[src/design/ffba_pkg.sv]
package ffba_pkg;

    // Default sizing of the allocator
    localparam int POOL_BYTES_DEF      = 16384;
    localparam int MAX_BLOCKS_DEF      = 512;
    localparam int HEADER_BYTES_DEF    = 24;
    localparam int MIN_BLOCK_BYTES_DEF = 32;

    // Split only when more than header plus this slack would remain
    localparam int SPLIT_SLACK = 4;
    // Pool size taken after reset, before clamping
    localparam int RESET_POOL  = 16384;
    // Width for size arithmetic and compares
    localparam int CALC_W      = 24;
    // Number of candidate block sizes tried when rounding a request up
    localparam int POW_STEPS   = 17;

    typedef enum logic [1:0] {
        OP_ALLOC = 2'd0,
        OP_FREE  = 2'd1,
        OP_QUERY = 2'd2,
        OP_NONE  = 2'd3
    } op_t;

    typedef enum logic [2:0] {
        ST_OK          = 3'd0,
        ST_NO_FIT      = 3'd1,
        ST_DOUBLE_FREE = 3'd2,
        ST_UNKNOWN     = 3'd3,
        ST_NULL        = 3'd4
    } status_t;

    typedef enum logic [1:0] {
        S_IDLE = 2'd0,
        S_PASS = 2'd1,
        S_DONE = 2'd2
    } state_t;

    typedef struct packed {
        logic [1:0]  opcode;
        logic [14:0] request_size;
        logic [13:0] user_address;
    } req_t;

    typedef struct packed {
        logic [2:0]  status;
        logic [13:0] result_address;
        logic [14:0] block_size;
    } rsp_t;

    typedef struct packed {
        logic shift;
        logic init;
    } cell_ctl_t;

endpackage

[src/design/ffba_cell.sv]
module ffba_cell #(
    parameter int       SW       = $clog2(ffba_pkg::POOL_BYTES_DEF + 1),
    parameter bit       HEAD     = 1'b0,
    parameter int       RST_SIZE = ffba_pkg::RESET_POOL
) (
    input  logic                 clk,
    input  logic                 rst_n,
    input  ffba_pkg::cell_ctl_t  ctl,
    input  logic                 nxt_valid,
    input  logic                 nxt_free,
    input  logic [SW-1:0]        nxt_start,
    input  logic [SW-1:0]        nxt_size,
    input  logic [SW-1:0]        init_size,
    output logic                 valid,
    output logic                 free,
    output logic [SW-1:0]        start,
    output logic [SW-1:0]        size
);

    logic          valid_reg;
    logic          free_reg;
    logic [SW-1:0] start_reg;
    logic [SW-1:0] size_reg;

    // Hold the entry, take the neighbour's on a shift, reload on init
    always_ff @(posedge clk or negedge rst_n)
    begin
        if (!rst_n)
        begin
            valid_reg <= HEAD;
            free_reg  <= 1'b1;
            start_reg <= '0;
            size_reg  <= SW'(RST_SIZE);
        end
        else if (ctl.init)
        begin
            valid_reg <= HEAD;
            free_reg  <= 1'b1;
            start_reg <= '0;
            size_reg  <= init_size;
        end
        else if (ctl.shift)
        begin
            valid_reg <= nxt_valid;
            free_reg  <= nxt_free;
            start_reg <= nxt_start;
            size_reg  <= nxt_size;
        end
    end

    assign valid = valid_reg;
    assign free  = free_reg;
    assign start = start_reg;
    assign size  = size_reg;

endmodule

[config.mk]
export PLATFORM = sky130hd
export DESIGN_NAME = ffba_cell
export DESIGN_NICKNAME = d
export VERILOG_FILES = /design/src/design/ffba_pkg.sv /design/src/design/ffba_cell.sv
export SDC_FILE = /design/constraint.sdc
export NUM_CORES = 1
export LEC_CHECK = 0
export BUFFER_PORTS_ARGS = -buffer_cell sky130_fd_sc_hd__buf_2
export CORE_MARGIN = 4
export CORE_UTILIZATION = 43
export CTS_CLUSTER_DIAMETER = 50
export CTS_CLUSTER_SIZE = 10
export DETAILED_ROUTE_END_ITERATION = 10
export PLACE_DENSITY_LB_ADDON = 0.3
export SYNTH_ARGS = -nofsm -noshare
export SYNTH_HDL_FRONTEND = slang
export SYNTH_SLANG_ARGS = --single-unit
[constraint.sdc]
create_clock -name clk -period 1.1 [get_ports clk]
set_input_delay 0.275 -clock clk [delete_from_list [all_inputs] [get_ports clk]]
set_output_delay 0.275 -clock clk [all_outputs]
set_load 0.02 [all_outputs]
==> out/results.ini <==
[status]
status = finished, violations left
violations = negative setup slack

[place]
hpwlAfterDp_um = 2550
dpl_cell_area_mm2 = 0.00189
place_worst_setup_slack_ns = 0.0618
io_buffers = 82
gp_congestion = 0.689
dp.cells = 244

[power_and_ir_drop]
powerDensity_mw_per_mm2 = 1230
peakVddDrop_mv = 0.963
fin_total_pwr_uw = 2740
p_leak_uw = 0.00120

[detailed_routing]
wl_per_cell_um = 13.5
drtAntennaViolNets = 0
met1_length_um = 1300
wl_met3_um = 248
vias_per_cell = 4.72
top_layer_used = met4
vias = 1228
dr.pass1.iters = 4
route.met2.wl_um = 1950
drcViolationCount = 0
routed_wl_um = 3520
drtIter0Drc = 42

[worst_setup_path]
reg2reg_depth = 4
crit_path_end_kind = output port
max_stage_delay_ns = 0.55
crit_required_ns = 0.82
cp_max_fo = 2
critPathSlowestCell = dfstp_2
cp_cell_sequence = buf_6
r2r-end = start[6]
rrSetupSlack_ns = 0.16
worstSetupPathType = register to output port
crit_family = flip-flops
regToRegStartpoint = start[6]
setup.worst_path.start_class = register
path_buf_inv = 1
cp_data_arrival_time_ns = 0.98

[sta]
slew_violations = 0
post-route-period-util = 1.14
tightest_slew_ns = 0.348
min_period_ns = 1.25
max_freq_mhz = 799
fin_ws_ns = -0.152
hold_viol = 0
finClkSkew_ns = 0
rsz0062_at_grt = true
setup_viol = 32
slew_headroom = 0.768

[yosys]
synth_edf_count = 0
synthArstFlopShare = 1.00
synthFlopType = dfrtp_1
netlist_instances = 120
yosysTopAreaCellShare = 0.531
syn_nets = 171
syn-mean-instance-area_um2 = 11.8
synth_top_area_cell = dfrtp_1
post-synth-top-count-cell = mux2i_1
synthTopCellsByArea = dfrtp_1, mux2i_1, o21ai_1, nor2_1, nand2_1
yosysWarnings = 0
synth_area_mm2 = 0.00141
ys_seq_area_frac = 0.569
synth_commonest_cells = mux2i_1, dfrtp_1, nor2_1, nand2_1, o21ai_1
ys_ff_latch = 32
synth.distinct_cells = 15

[finish]
drive_above_1_share = 0.486
stdcell_count = 260
antenna_cells = 0
utilization = 0.715
fin_nets = 266
syn_to_final_growth_pct = 57.1
final_cell_area_mm2 = 0.00222

[clock_tree]
htree_levels = 2
cts_inserted_buffers = 5
cts_tree = built
clockBufferDepth = 2
insertion_delay_ns = 0.31
cts.sinks = 32
cts.reportedPaths.clkPinSlew_ns = 0.10
cts-root-buf = clkbuf_4

[floorplan]
dieArea_mm2 = 0.00427
initial_utilization = 0.455
row_count = 20
ios = 83
die_h_um = 65.3
core-area_mm2 = 0.00310
die_width_um = 65.3

[global_routing]
grt_start_max_net_pins = 21
grt_pass1_wl_um = 5760
grtUsageTotal = 0.177
overflow = 0
grt_pass1_vias = 1331
grt_antenna_before_repair = 0

[min_path]
hp-class = input pin to register
min_from = init_size[12]
holdPathEnd = size[12]
whs_path_depth = 3

[run]
drv_cap = 0

## layout by cell type (no fill, tap or decap)
| cell type | instances |
|---|---|
| buf_2 | 50 |
| buf_6 | 32 |
| mux2i_1 | 31 |
| dfrtp_1 | 30 |
| nor2_1 | 16 |
| nand2_1 | 15 |
| o21ai_1 | 13 |
| buf_4 | 10 |
| clkbuf_4 | 5 |
| buf_12 | 4 |
| o21ai_0 | 2 |
| clkbuf_8 | 2 |
| dfstp_2 | 2 |
| nor2b_1 | 1 |
| a211o_1 | 1 |
| clkbuf_1 | 1 |
| dlygate4sd3_1 | 1 |
## metal layers
layer / up-vias / track usage
met4: 0 / 0.0544
met2: 45 / 0.332
met5: - / 0
li1: 595 / -
met1: 586 / 0.189
met3: 2 / 0.0513
## worst min-delay path, cell delays in order
cell     delay, ns
buf_2         0.07
nand2_1       0.04
o21ai_1       0.06
## how the worst max path moves through the flow
stage	end	depth (start not counted)	start
global placement	size[9]	4	ctl[1]
floorplan	size[10]	4	ctl[1]
detailed placement	size[11]	4	ctl[1]
finish	size[14]	1	size[14]
global route	size[14]	1	size[14]
CTS	size[14]	1	size[14]
## final cells by class
type	count	area, um2
Fill cell	253	883
Sequential cell	32	803
Timing Repair Buffer	97	776
Multi-Input combinational cell	79	517
Clock buffer	8	68.8
Tap cell	44	55.1
## where the power goes
part	switching (uW)	total (uW)	internal (uW)
logic	313	677	364
clock network	352	728	376
registers	64.6	1330	1270
total	730	2740	2010
## kinds of logic (layout without fill, tap and decap cells)
kind of cell / Yosys count / count (layout) / share of synthesized area
AO/OA/AOI/OAI: 16 / 16 / 0.0593
flip-flops: 32 / 32 / 0.569
AND/OR/NAND/NOR: 32 / 32 / 0.0868
buffers and inverters: 9 / 105 / 0.0655
multiplexers: 31 / 31 / 0.220
## per-stage QoR
| step | TNS (ns) | hold slack [ns] |
|---|---|---|
| 4_1_cts | -1.75 | 0.150 |
| 5_1_grt | -2.81 | 0.147 |
| 6_report | -1.08 | 0.171 |
| 2_1_floorplan | 0 | -0.0206 |
| 3_5_place_dp | 0 | 0.203 |
| 3_3_place_gp | 0 | 0.202 |
## repair_timing
item,4_1_cts,5_1_grt
resized for setup,64,0
setup endpoints to repair,32,32
hold buffers,1,0
hold endpoints to repair,11,0
setup buffers,4,3
(Power assumes the default switching activity.)
