===== config.mk =====
export PLATFORM = sky130hd
export DESIGN_NAME = ffba_ctrl
export DESIGN_NICKNAME = d
export VERILOG_FILES = /design/src/design/ffba_pkg.sv /design/src/design/ffba_ctrl.sv
export SDC_FILE = /design/constraint.sdc
export NUM_CORES = 1
export LEC_CHECK = 0
export BUFFER_PORTS_ARGS = -buffer_cell sky130_fd_sc_hd__buf_2
export CAP_MARGIN = 0
export CORE_UTILIZATION = 40
export CTS_CLUSTER_SIZE = 10
export DETAILED_ROUTE_END_ITERATION = 8
export PLACE_DENSITY = 0.67
export SYNTH_ARGS = -nofsm -noshare
export SYNTH_HDL_FRONTEND = slang
export SYNTH_SLANG_ARGS = --single-unit

===== constraint.sdc =====
create_clock -name clk -period 4.6 [get_ports clk]
set_input_delay 0.23 -clock clk [delete_from_list [all_inputs] [get_ports clk]]
set_output_delay 0.23 -clock clk [all_outputs]
set_load 0.05 [all_outputs]

===== src/design/ffba_pkg.sv =====
package ffba_pkg;

    // Default sizing of the allocator
    localparam int POOL_BYTES_DEF      = 16384;
    localparam int MAX_BLOCKS_DEF      = 512;
    localparam int HEADER_BYTES_DEF    = 24;
    localparam int MIN_BLOCK_BYTES_DEF = 32;

    // Split only when more than header plus this slack would remain
    localparam int SPLIT_SLACK = 4;
    // Pool size taken after reset, before clamping
    localparam int RESET_POOL  = 16384;
    // Width for size arithmetic and compares
    localparam int CALC_W      = 24;
    // Number of candidate block sizes tried when rounding a request up
    localparam int POW_STEPS   = 17;

    typedef enum logic [1:0] {
        OP_ALLOC = 2'd0,
        OP_FREE  = 2'd1,
        OP_QUERY = 2'd2,
        OP_NONE  = 2'd3
    } op_t;

    typedef enum logic [2:0] {
        ST_OK          = 3'd0,
        ST_NO_FIT      = 3'd1,
        ST_DOUBLE_FREE = 3'd2,
        ST_UNKNOWN     = 3'd3,
        ST_NULL        = 3'd4
    } status_t;

    typedef enum logic [1:0] {
        S_IDLE = 2'd0,
        S_PASS = 2'd1,
        S_DONE = 2'd2
    } state_t;

    typedef struct packed {
        logic [1:0]  opcode;
        logic [14:0] request_size;
        logic [13:0] user_address;
    } req_t;

    typedef struct packed {
        logic [2:0]  status;
        logic [13:0] result_address;
        logic [14:0] block_size;
    } rsp_t;

    typedef struct packed {
        logic shift;
        logic init;
    } cell_ctl_t;

endpackage


===== src/design/ffba_ctrl.sv =====
module ffba_ctrl #(
    parameter int POOL_BYTES      = ffba_pkg::POOL_BYTES_DEF,
    parameter int MAX_BLOCKS      = ffba_pkg::MAX_BLOCKS_DEF,
    parameter int HEADER_BYTES    = ffba_pkg::HEADER_BYTES_DEF,
    parameter int MIN_BLOCK_BYTES = ffba_pkg::MIN_BLOCK_BYTES_DEF,
    parameter int SW              = 15
) (
    input  logic                 clk,
    input  logic                 rst_n,
    input  logic                 start,
    output logic                 busy,
    input  ffba_pkg::req_t       cmd,
    output logic                 done,
    output ffba_pkg::rsp_t       rsp,
    input  logic                 pool_size_we,
    input  logic [14:0]          pool_size,
    output ffba_pkg::cell_ctl_t  cell_ctl,
    output logic [SW-1:0]        init_size,
    input  logic                 head_valid,
    input  logic                 head_free,
    input  logic [SW-1:0]        head_start,
    input  logic [SW-1:0]        head_size,
    output logic                 tail_valid,
    output logic                 tail_free,
    output logic [SW-1:0]        tail_start,
    output logic [SW-1:0]        tail_size
);

    localparam int CW       = $clog2(MAX_BLOCKS + 1);
    localparam int TW       = $clog2(MAX_BLOCKS + 2);
    localparam int RST_POOL = (ffba_pkg::RESET_POOL > POOL_BYTES) ?
                              POOL_BYTES : ffba_pkg::RESET_POOL;
    localparam int CALC_W   = ffba_pkg::CALC_W;

    typedef struct packed {
        logic          v;
        logic          f;
        logic [SW-1:0] st;
        logic [SW-1:0] sz;
    } ent_t;

    localparam ent_t EMPTY = '{v: 1'b0, f: 1'b0, st: '0, sz: '0};

    ffba_pkg::state_t  state_reg, state_next;
    ffba_pkg::op_t     op_reg, op_next;
    logic [SW-1:0]     pool_reg, pool_next;
    logic [SW-1:0]     good_reg, good_next;
    logic [CALC_W-1:0] tgt_reg, tgt_next;
    logic [TW-1:0]     t_reg, t_next;
    logic [CW-1:0]     count_reg, count_next;
    logic              hit_reg, hit_next;
    logic              mnext_reg, mnext_next;
    logic [2:0]        status_reg, status_next;
    logic [13:0]       raddr_reg, raddr_next;
    logic [14:0]       bsize_reg, bsize_next;
    ent_t              q_reg [3];
    ent_t              q_next [3];
    logic [1:0]        qn_reg, qn_next;

    logic [CALC_W-1:0] pool_clamp;
    logic [CALC_W-1:0] real_sz;
    logic [CALC_W-1:0] good_sz;
    logic              good_found;
    logic [CALC_W-1:0] cand;
    ent_t              e_in;
    ent_t              p0, p1;
    logic [1:0]        pn;
    logic              mod;
    logic [SW-1:0]     add_sz;
    ent_t              q_tail;
    ent_t              s [5];
    logic [2:0]        sn;
    logic              pop;
    ent_t              out_e;
    logic [SW-1:0]     rest;
    logic              split;

    // Clamp a written pool size into the legal range
    always_comb
    begin
        pool_clamp = CALC_W'(pool_size);
        if (pool_clamp < CALC_W'(MIN_BLOCK_BYTES))
            pool_clamp = CALC_W'(MIN_BLOCK_BYTES);
        if (pool_clamp > CALC_W'(POOL_BYTES))
            pool_clamp = CALC_W'(POOL_BYTES);
    end

    // Round header plus payload up to the next allowed block size
    always_comb
    begin
        real_sz    = CALC_W'(cmd.request_size) + CALC_W'(HEADER_BYTES);
        good_sz    = '1;
        good_found = 1'b0;
        cand       = '0;
        for (int k = 0; k < ffba_pkg::POW_STEPS; k++)
        begin
            cand = CALC_W'(MIN_BLOCK_BYTES) << k;
            if (!good_found && cand >= real_sz)
            begin
                good_sz    = cand;
                good_found = 1'b1;
            end
        end
    end

    // Last entry held in the queue, the predecessor of the incoming one
    always_comb
    begin
        q_tail = EMPTY;
        for (int i = 0; i < 3; i++)
        begin
            if (i + 1 == int'(qn_reg))
                q_tail = q_reg[i];
        end
    end

    // Next state, per-entry edit and result bookkeeping
    always_comb
    begin
        state_next  = state_reg;
        op_next     = op_reg;
        pool_next   = pool_reg;
        good_next   = good_reg;
        tgt_next    = tgt_reg;
        t_next      = t_reg;
        count_next  = count_reg;
        hit_next    = hit_reg;
        mnext_next  = mnext_reg;
        status_next = status_reg;
        raddr_next  = raddr_reg;
        bsize_next  = bsize_reg;
        cell_ctl    = '{shift: 1'b0, init: 1'b0};
        init_size   = SW'(pool_clamp);
        done        = 1'b0;

        e_in  = '{v: head_valid && (t_reg < TW'(MAX_BLOCKS)), f: head_free,
                  st: head_start, sz: head_size};
        p0    = e_in;
        p1    = EMPTY;
        pn    = 2'd1;
        mod   = 1'b0;
        add_sz = '0;
        rest  = head_size - good_reg;
        split = (CALC_W'(rest) > CALC_W'(HEADER_BYTES + ffba_pkg::SPLIT_SLACK)) &&
                (count_reg < CW'(MAX_BLOCKS));

        case (state_reg)
            ffba_pkg::S_IDLE:
            begin
                if (pool_size_we)
                begin
                    // Reload the table as one free block
                    pool_next     = SW'(pool_clamp);
                    count_next    = CW'(1);
                    cell_ctl.init = 1'b1;
                end
                else if (start)
                begin
                    op_next     = ffba_pkg::op_t'(cmd.opcode);
                    good_next   = SW'(good_sz);
                    tgt_next    = CALC_W'(cmd.user_address) - CALC_W'(HEADER_BYTES);
                    t_next      = '0;
                    hit_next    = 1'b0;
                    mnext_next  = 1'b0;
                    status_next = ffba_pkg::ST_OK;
                    raddr_next  = '0;
                    bsize_next  = '0;
                    state_next  = ffba_pkg::S_PASS;
                    case (ffba_pkg::op_t'(cmd.opcode))
                        ffba_pkg::OP_ALLOC:
                        begin
                            if (real_sz > CALC_W'(pool_reg) || good_sz > CALC_W'(pool_reg))
                            begin
                                status_next = ffba_pkg::ST_NO_FIT;
                                state_next  = ffba_pkg::S_DONE;
                            end
                        end
                        ffba_pkg::OP_FREE, ffba_pkg::OP_QUERY:
                        begin
                            if (cmd.user_address == '0)
                            begin
                                status_next = ffba_pkg::ST_NULL;
                                state_next  = ffba_pkg::S_DONE;
                            end
                            else if (CALC_W'(cmd.user_address) < CALC_W'(HEADER_BYTES))
                            begin
                                status_next = ffba_pkg::ST_UNKNOWN;
                                state_next  = ffba_pkg::S_DONE;
                            end
                        end
                        default:
                        begin
                            status_next = ffba_pkg::ST_NULL;
                            state_next  = ffba_pkg::S_DONE;
                        end
                    endcase
                end
            end

            ffba_pkg::S_PASS:
            begin
                cell_ctl.shift = 1'b1;
                t_next         = t_reg + TW'(1);
                if (!e_in.v)
                begin
                    // Past the table end: keep shifting empties
                    p0 = EMPTY;
                end
                else if (mnext_reg)
                begin
                    // Absorb a free successor into the freed block
                    mnext_next = 1'b0;
                    if (e_in.f)
                    begin
                        mod        = 1'b1;
                        add_sz     = e_in.sz;
                        pn         = 2'd0;
                        count_next = count_reg - CW'(1);
                    end
                end
                else if (!hit_reg)
                begin
                    case (op_reg)
                        ffba_pkg::OP_ALLOC:
                        begin
                            if (e_in.f && head_size >= good_reg)
                            begin
                                hit_next   = 1'b1;
                                raddr_next = 14'(CALC_W'(head_start) + CALC_W'(HEADER_BYTES));
                                p0.f       = 1'b0;
                                if (split)
                                begin
                                    p0.sz      = good_reg;
                                    p1         = '{v: 1'b1, f: 1'b1,
                                                   st: head_start + good_reg, sz: rest};
                                    pn         = 2'd2;
                                    count_next = count_reg + CW'(1);
                                    bsize_next = 15'(CALC_W'(good_reg));
                                end
                                else
                                begin
                                    bsize_next = 15'(CALC_W'(head_size));
                                end
                            end
                        end
                        ffba_pkg::OP_FREE:
                        begin
                            if (CALC_W'(head_start) == tgt_reg)
                            begin
                                hit_next = 1'b1;
                                if (e_in.f)
                                begin
                                    status_next = ffba_pkg::ST_DOUBLE_FREE;
                                end
                                else
                                begin
                                    mnext_next = 1'b1;
                                    if (qn_reg != 2'd0 && q_tail.v && q_tail.f)
                                    begin
                                        // Fold into the free predecessor
                                        mod        = 1'b1;
                                        add_sz     = e_in.sz;
                                        pn         = 2'd0;
                                        count_next = count_reg - CW'(1);
                                    end
                                    else
                                    begin
                                        p0.f = 1'b1;
                                    end
                                end
                            end
                        end
                        ffba_pkg::OP_QUERY:
                        begin
                            if (CALC_W'(head_start) == tgt_reg)
                            begin
                                hit_next   = 1'b1;
                                bsize_next = 15'(CALC_W'(head_size));
                            end
                        end
                        default:
                        begin
                        end
                    endcase
                end

                if (t_reg == TW'(MAX_BLOCKS + 1))
                begin
                    state_next = ffba_pkg::S_DONE;
                    if (!hit_next)
                        status_next = (op_reg == ffba_pkg::OP_ALLOC) ?
                                      ffba_pkg::ST_NO_FIT : ffba_pkg::ST_UNKNOWN;
                end
            end

            ffba_pkg::S_DONE:
            begin
                done       = 1'b1;
                state_next = ffba_pkg::S_IDLE;
            end

            default:
            begin
                state_next = ffba_pkg::S_IDLE;
            end
        endcase
    end

    // Queue held entries plus this cycle's pushes, then emit the oldest
    always_comb
    begin
        for (int i = 0; i < 5; i++)
        begin
            s[i] = EMPTY;
            if (i < int'(qn_reg) && i < 3)
            begin
                s[i] = q_reg[i];
                if (mod && i + 1 == int'(qn_reg))
                    s[i].sz = q_reg[i].sz + add_sz;
            end
            else if (i == int'(qn_reg) && pn != 2'd0)
            begin
                s[i] = p0;
            end
            else if (i == int'(qn_reg) + 1 && pn == 2'd2)
            begin
                s[i] = p1;
            end
        end
        sn    = 3'(qn_reg) + 3'(pn);
        pop   = (state_reg == ffba_pkg::S_PASS) && (t_reg >= TW'(2)) && (sn != 3'd0);
        out_e = pop ? s[0] : EMPTY;
        for (int j = 0; j < 3; j++)
            q_next[j] = pop ? s[j + 1] : s[j];
        qn_next = pop ? 2'(sn - 3'd1) : 2'(sn);
        if (state_reg != ffba_pkg::S_PASS)
            qn_next = 2'd0;
    end

    assign tail_valid = out_e.v;
    assign tail_free  = out_e.f;
    assign tail_start = out_e.st;
    assign tail_size  = out_e.sz;

    // Control registers
    always_ff @(posedge clk or negedge rst_n)
    begin
        if (!rst_n)
        begin
            state_reg <= ffba_pkg::S_IDLE;
            pool_reg  <= SW'(RST_POOL);
            count_reg <= CW'(1);
            t_reg     <= '0;
            hit_reg   <= 1'b0;
            mnext_reg <= 1'b0;
            qn_reg    <= 2'd0;
        end
        else
        begin
            state_reg <= state_next;
            pool_reg  <= pool_next;
            count_reg <= count_next;
            t_reg     <= t_next;
            hit_reg   <= hit_next;
            mnext_reg <= mnext_next;
            qn_reg    <= qn_next;
        end
    end

    // Request and result words, queue payload
    always_ff @(posedge clk)
    begin
        op_reg     <= op_next;
        good_reg   <= good_next;
        tgt_reg    <= tgt_next;
        status_reg <= status_next;
        raddr_reg  <= raddr_next;
        bsize_reg  <= bsize_next;
        for (int j = 0; j < 3; j++)
            q_reg[j] <= q_next[j];
    end

    assign busy = (state_reg != ffba_pkg::S_IDLE);
    assign rsp  = '{status: status_reg, result_address: raddr_reg, block_size: bsize_reg};

endmodule


==> reports/metrics.csv <==
metric,value,unit
outcome,"complete, but fails checks",
violations,negative setup slack,
first_pass_iters,6,
antenna_cells,0,
met1Wirelength,23630,microns
ant_nets,0,
synthTopCellsByArea,"dfxtp_1 (13%), edfxtp_1 (12%), ha_1 (8.6%)",
layout_setup_ws,-0.4692,ns
synthFlopType,dfxtp_1,
dp_hpwl,40640,microns
fin_crit,5.069,ns
fp.dieW,195.6,microns
power_density,489.4,nW/um^2
dpl-instance-area,17690,sq um
cts_tree,yes,
hold_viol_final,0,
critical_path_class,reg2out,
drc,0,
drv_cap,0,
yosysSeqAreaShare,31.50,%
drt-vias-per-instance,6.125,
netlist_area,14990,sq um
cp.required,4.37,ns
fin_nets,2314,
cts_buffers,17,
yosys.area.top_type_share,12.82,%
grt_usage,28.48,%
wl_met2,25690,microns
drv_slew,0,
initialDrtViolationCount,1673,
fillers,3337,
end_kind,output port,
r2r_slack,-0.40,ns
synth-xor-area-share,5.600,%
setup_tns,-27.00,ns
ir_drop,0.2664,mV
synth_common_cells,"nor2_1 (174), nand2_1 (134), a21oi_1 (129)",
rsz0062_at_grt,yes,
initial_core_util,40.76,%
synth_simple_gate_area_share,20.27,%
boundaryPins,165,
ys_ff_latch,196,
multi_input_area,10440,sq um
cts-root-buf,clkbuf_16,
dieArea,38260,sq um
critPathMaxFanout,6,
grt_pass1_vias,15250,
grt_max_degree,42,
grt-ovfl-total,0,
max_slew.worst_pin.slew,1.446,ns
layout-drive-gt1-share,28.81,%
synth_top_area_cell,dfxtp_1,
fin_cells,2606,
area_growth_syn_to_layout,33.74,%
p_leak,0.008473,uW
clkLatencyLatePin,0.47,ns
crit_arrival,4.84,ns
path_clk_slew,0.08,ns
dp.cells,2491,
wirelength,56880,microns
timing.final.crit_share,110.2,%
holdWs,0.05051,ns
avgSynthCellArea,8.418,sq um
setup_viol,111,
io_buffer_count,164,
yosysMostFrequentCell,nor2_1,
die_h,195.6,microns
wl_per_cell,21.83,microns
muxShareOfSynthArea,5.725,%
register_area,4722,sq um
async_flop_share,20.92,%
synth-compound-area-share,23.28,%
synthAdderAreaFrac,9.130,%
wl_met3,5394,microns
start_kind,register,
gp_congestion,0.9843,
final_area,20050,sq um
slew_headroom,3.242,%
postSynthCellCount,1781,
clockBufferDepth,2,
largest_reg_flops,96,
routed.top_layer,met5,
grt_pass1_wl,84830,microns
ys_types,83,
clock_sinks,196,
synth_top_family_by_area,compound AO/OA/AOI/OAI gates,
synth_fp_nets,1970,
core,36790,sq um
vias,15960,
synth_warnings,0,
min_path_type,in2reg,
synth_enable_flop_cells,59,
max_freq,197.3,MHz
skew,0.01999,ns
antenna_found_initial,1,
cts_max_level,4,
total_power,9813,uW
num_rows,70,
cells in the final DEF, fill, tap and decap left out, types with 15 or more instances in the layout:
| cell type | Yosys | layout |
|---|---|---|
| buf_8 | 0 | 17 |
| a21o_1 | 20 | 20 |
| nand4_1 | 17 | 17 |
| o221ai_1 | 18 | 15 |
| and3_1 | 18 | 17 |
| nand3_1 | 25 | 25 |
| nor3_1 | 71 | 63 |
| a211oi_1 | 24 | 15 |
| dfrtp_1 | 39 | 39 |
| inv_1 | 69 | 65 |
| nor2b_1 | 23 | 23 |
| mux2i_1 | 70 | 69 |
| buf_6 | 0 | 28 |
| xor2_1 | 41 | 40 |
| nor2_4 | 0 | 27 |
| nand2b_1 | 26 | 25 |
| a31oi_1 | 25 | 21 |
| dfxtp_1 | 96 | 96 |
| o21a_1 | 23 | 23 |
| a21oi_1 | 129 | 117 |
| a22oi_1 | 19 | 19 |
| buf_2 | 10 | 133 |
| nor4_1 | 17 | 15 |
| buf_4 | 3 | 220 |
| and2_1 | 41 | 36 |
| ha_1 | 103 | 96 |
| clkbuf_16 | 0 | 23 |
| edfxtp_1 | 59 | 59 |
| or3_1 | 19 | 19 |
| o21ai_0 | 86 | 83 |
| xnor2_1 | 53 | 53 |
| nand2_1 | 134 | 134 |
| a221oi_1 | 34 | 23 |
| nor2_1 | 174 | 146 |
where the power goes:
part,internal (uW),switching [uW]
Clock,783,800
Sequential,2150,208
Combinational,2550,3320
Total,5480,4330
per-layer routing:
layer,GRT usage [%],up-vias
li1,-,7313
met1,37.68,7646
met2,45.62,855
met3,5.682,145
met4,10.91,2
met5,0,-
final cells by class:
class                           instances  area share [%]
Clock buffer                           17           2.122
Clock inverter                         15          0.9173
Inverter                               71           1.329
Multi-Input combinational cell       1414           52.05
Sequential cell                       196           23.55
Tap cell                              468           2.920
Timing Repair Buffer                  425           17.11
worst max-delay path, cell delays in order (launching register included):
cell and delay (ns):
edfxtp_1 0.43, inv_2 0.11, ha_4 0.21, a21o_1 0.20
a221oi_4 0.42, o21a_1 0.23, a2bb2o_4 0.23, a2111oi_4 0.37
nor3_2 0.08, o21ai_1 0.22, ha_2 0.22, inv_2 0.04
fa_1 0.46, ha_2 0.21, a21oi_4 0.18, o31ai_4 0.17
buf_4 0.18, buf_12 0.15, nor2_4 0.10, buf_8 0.15
per-stage QoR:
step	utilization [%]	setup WS, ns
after floorplan	-	-0.004079
after global placement	48.10	-0.2159
after detailed placement	48.10	-0.1674
after CTS	52.32	-0.3149
after global routing	54.51	-0.6264
final	54.51	-0.4692
kinds of logic (layout without fill, tap and decap cells):
kind of cell | count (synthesis) | in the layout
DFF | 196 | 196
AOI/OAI and AO/OA | 511 | 511
xor gates and xnor gates | 95 | 95
and+or+nand+nor | 615 | 615
buffers and inverters | 171 | 528
muxes | 84 | 84
adders and majority gates | 107 | 107
other | 2 | 2
what timing repair did:
item                                   in CTS  in global routing
endpoints found under the hold margin      44                  0
pin swaps                                  16                 19
hold buffers                                6                  0
buffers inserted                           44                 27
resized for setup                         118                 91
gates cloned                                3                  6
setup endpoints to repair                  88                117
final timing paths:
path | start | depth (start not counted) | end
hold reg to reg | t_reg[0] | 1 | t_reg[0]
hold / removal | pool_size[14] | 3 | pool_reg[14]
setup reg to reg | good_reg[6] | 22 | q_reg[0][10]
max in group asynchronous | rst_n | 2 | pool_reg[12]
min in group asynchronous | rst_n | 2 | state_reg[1]
setup / recovery | good_reg[6] | 19 | tail_size[5]
No activity file was read; power rests on OpenSTA's default activity.
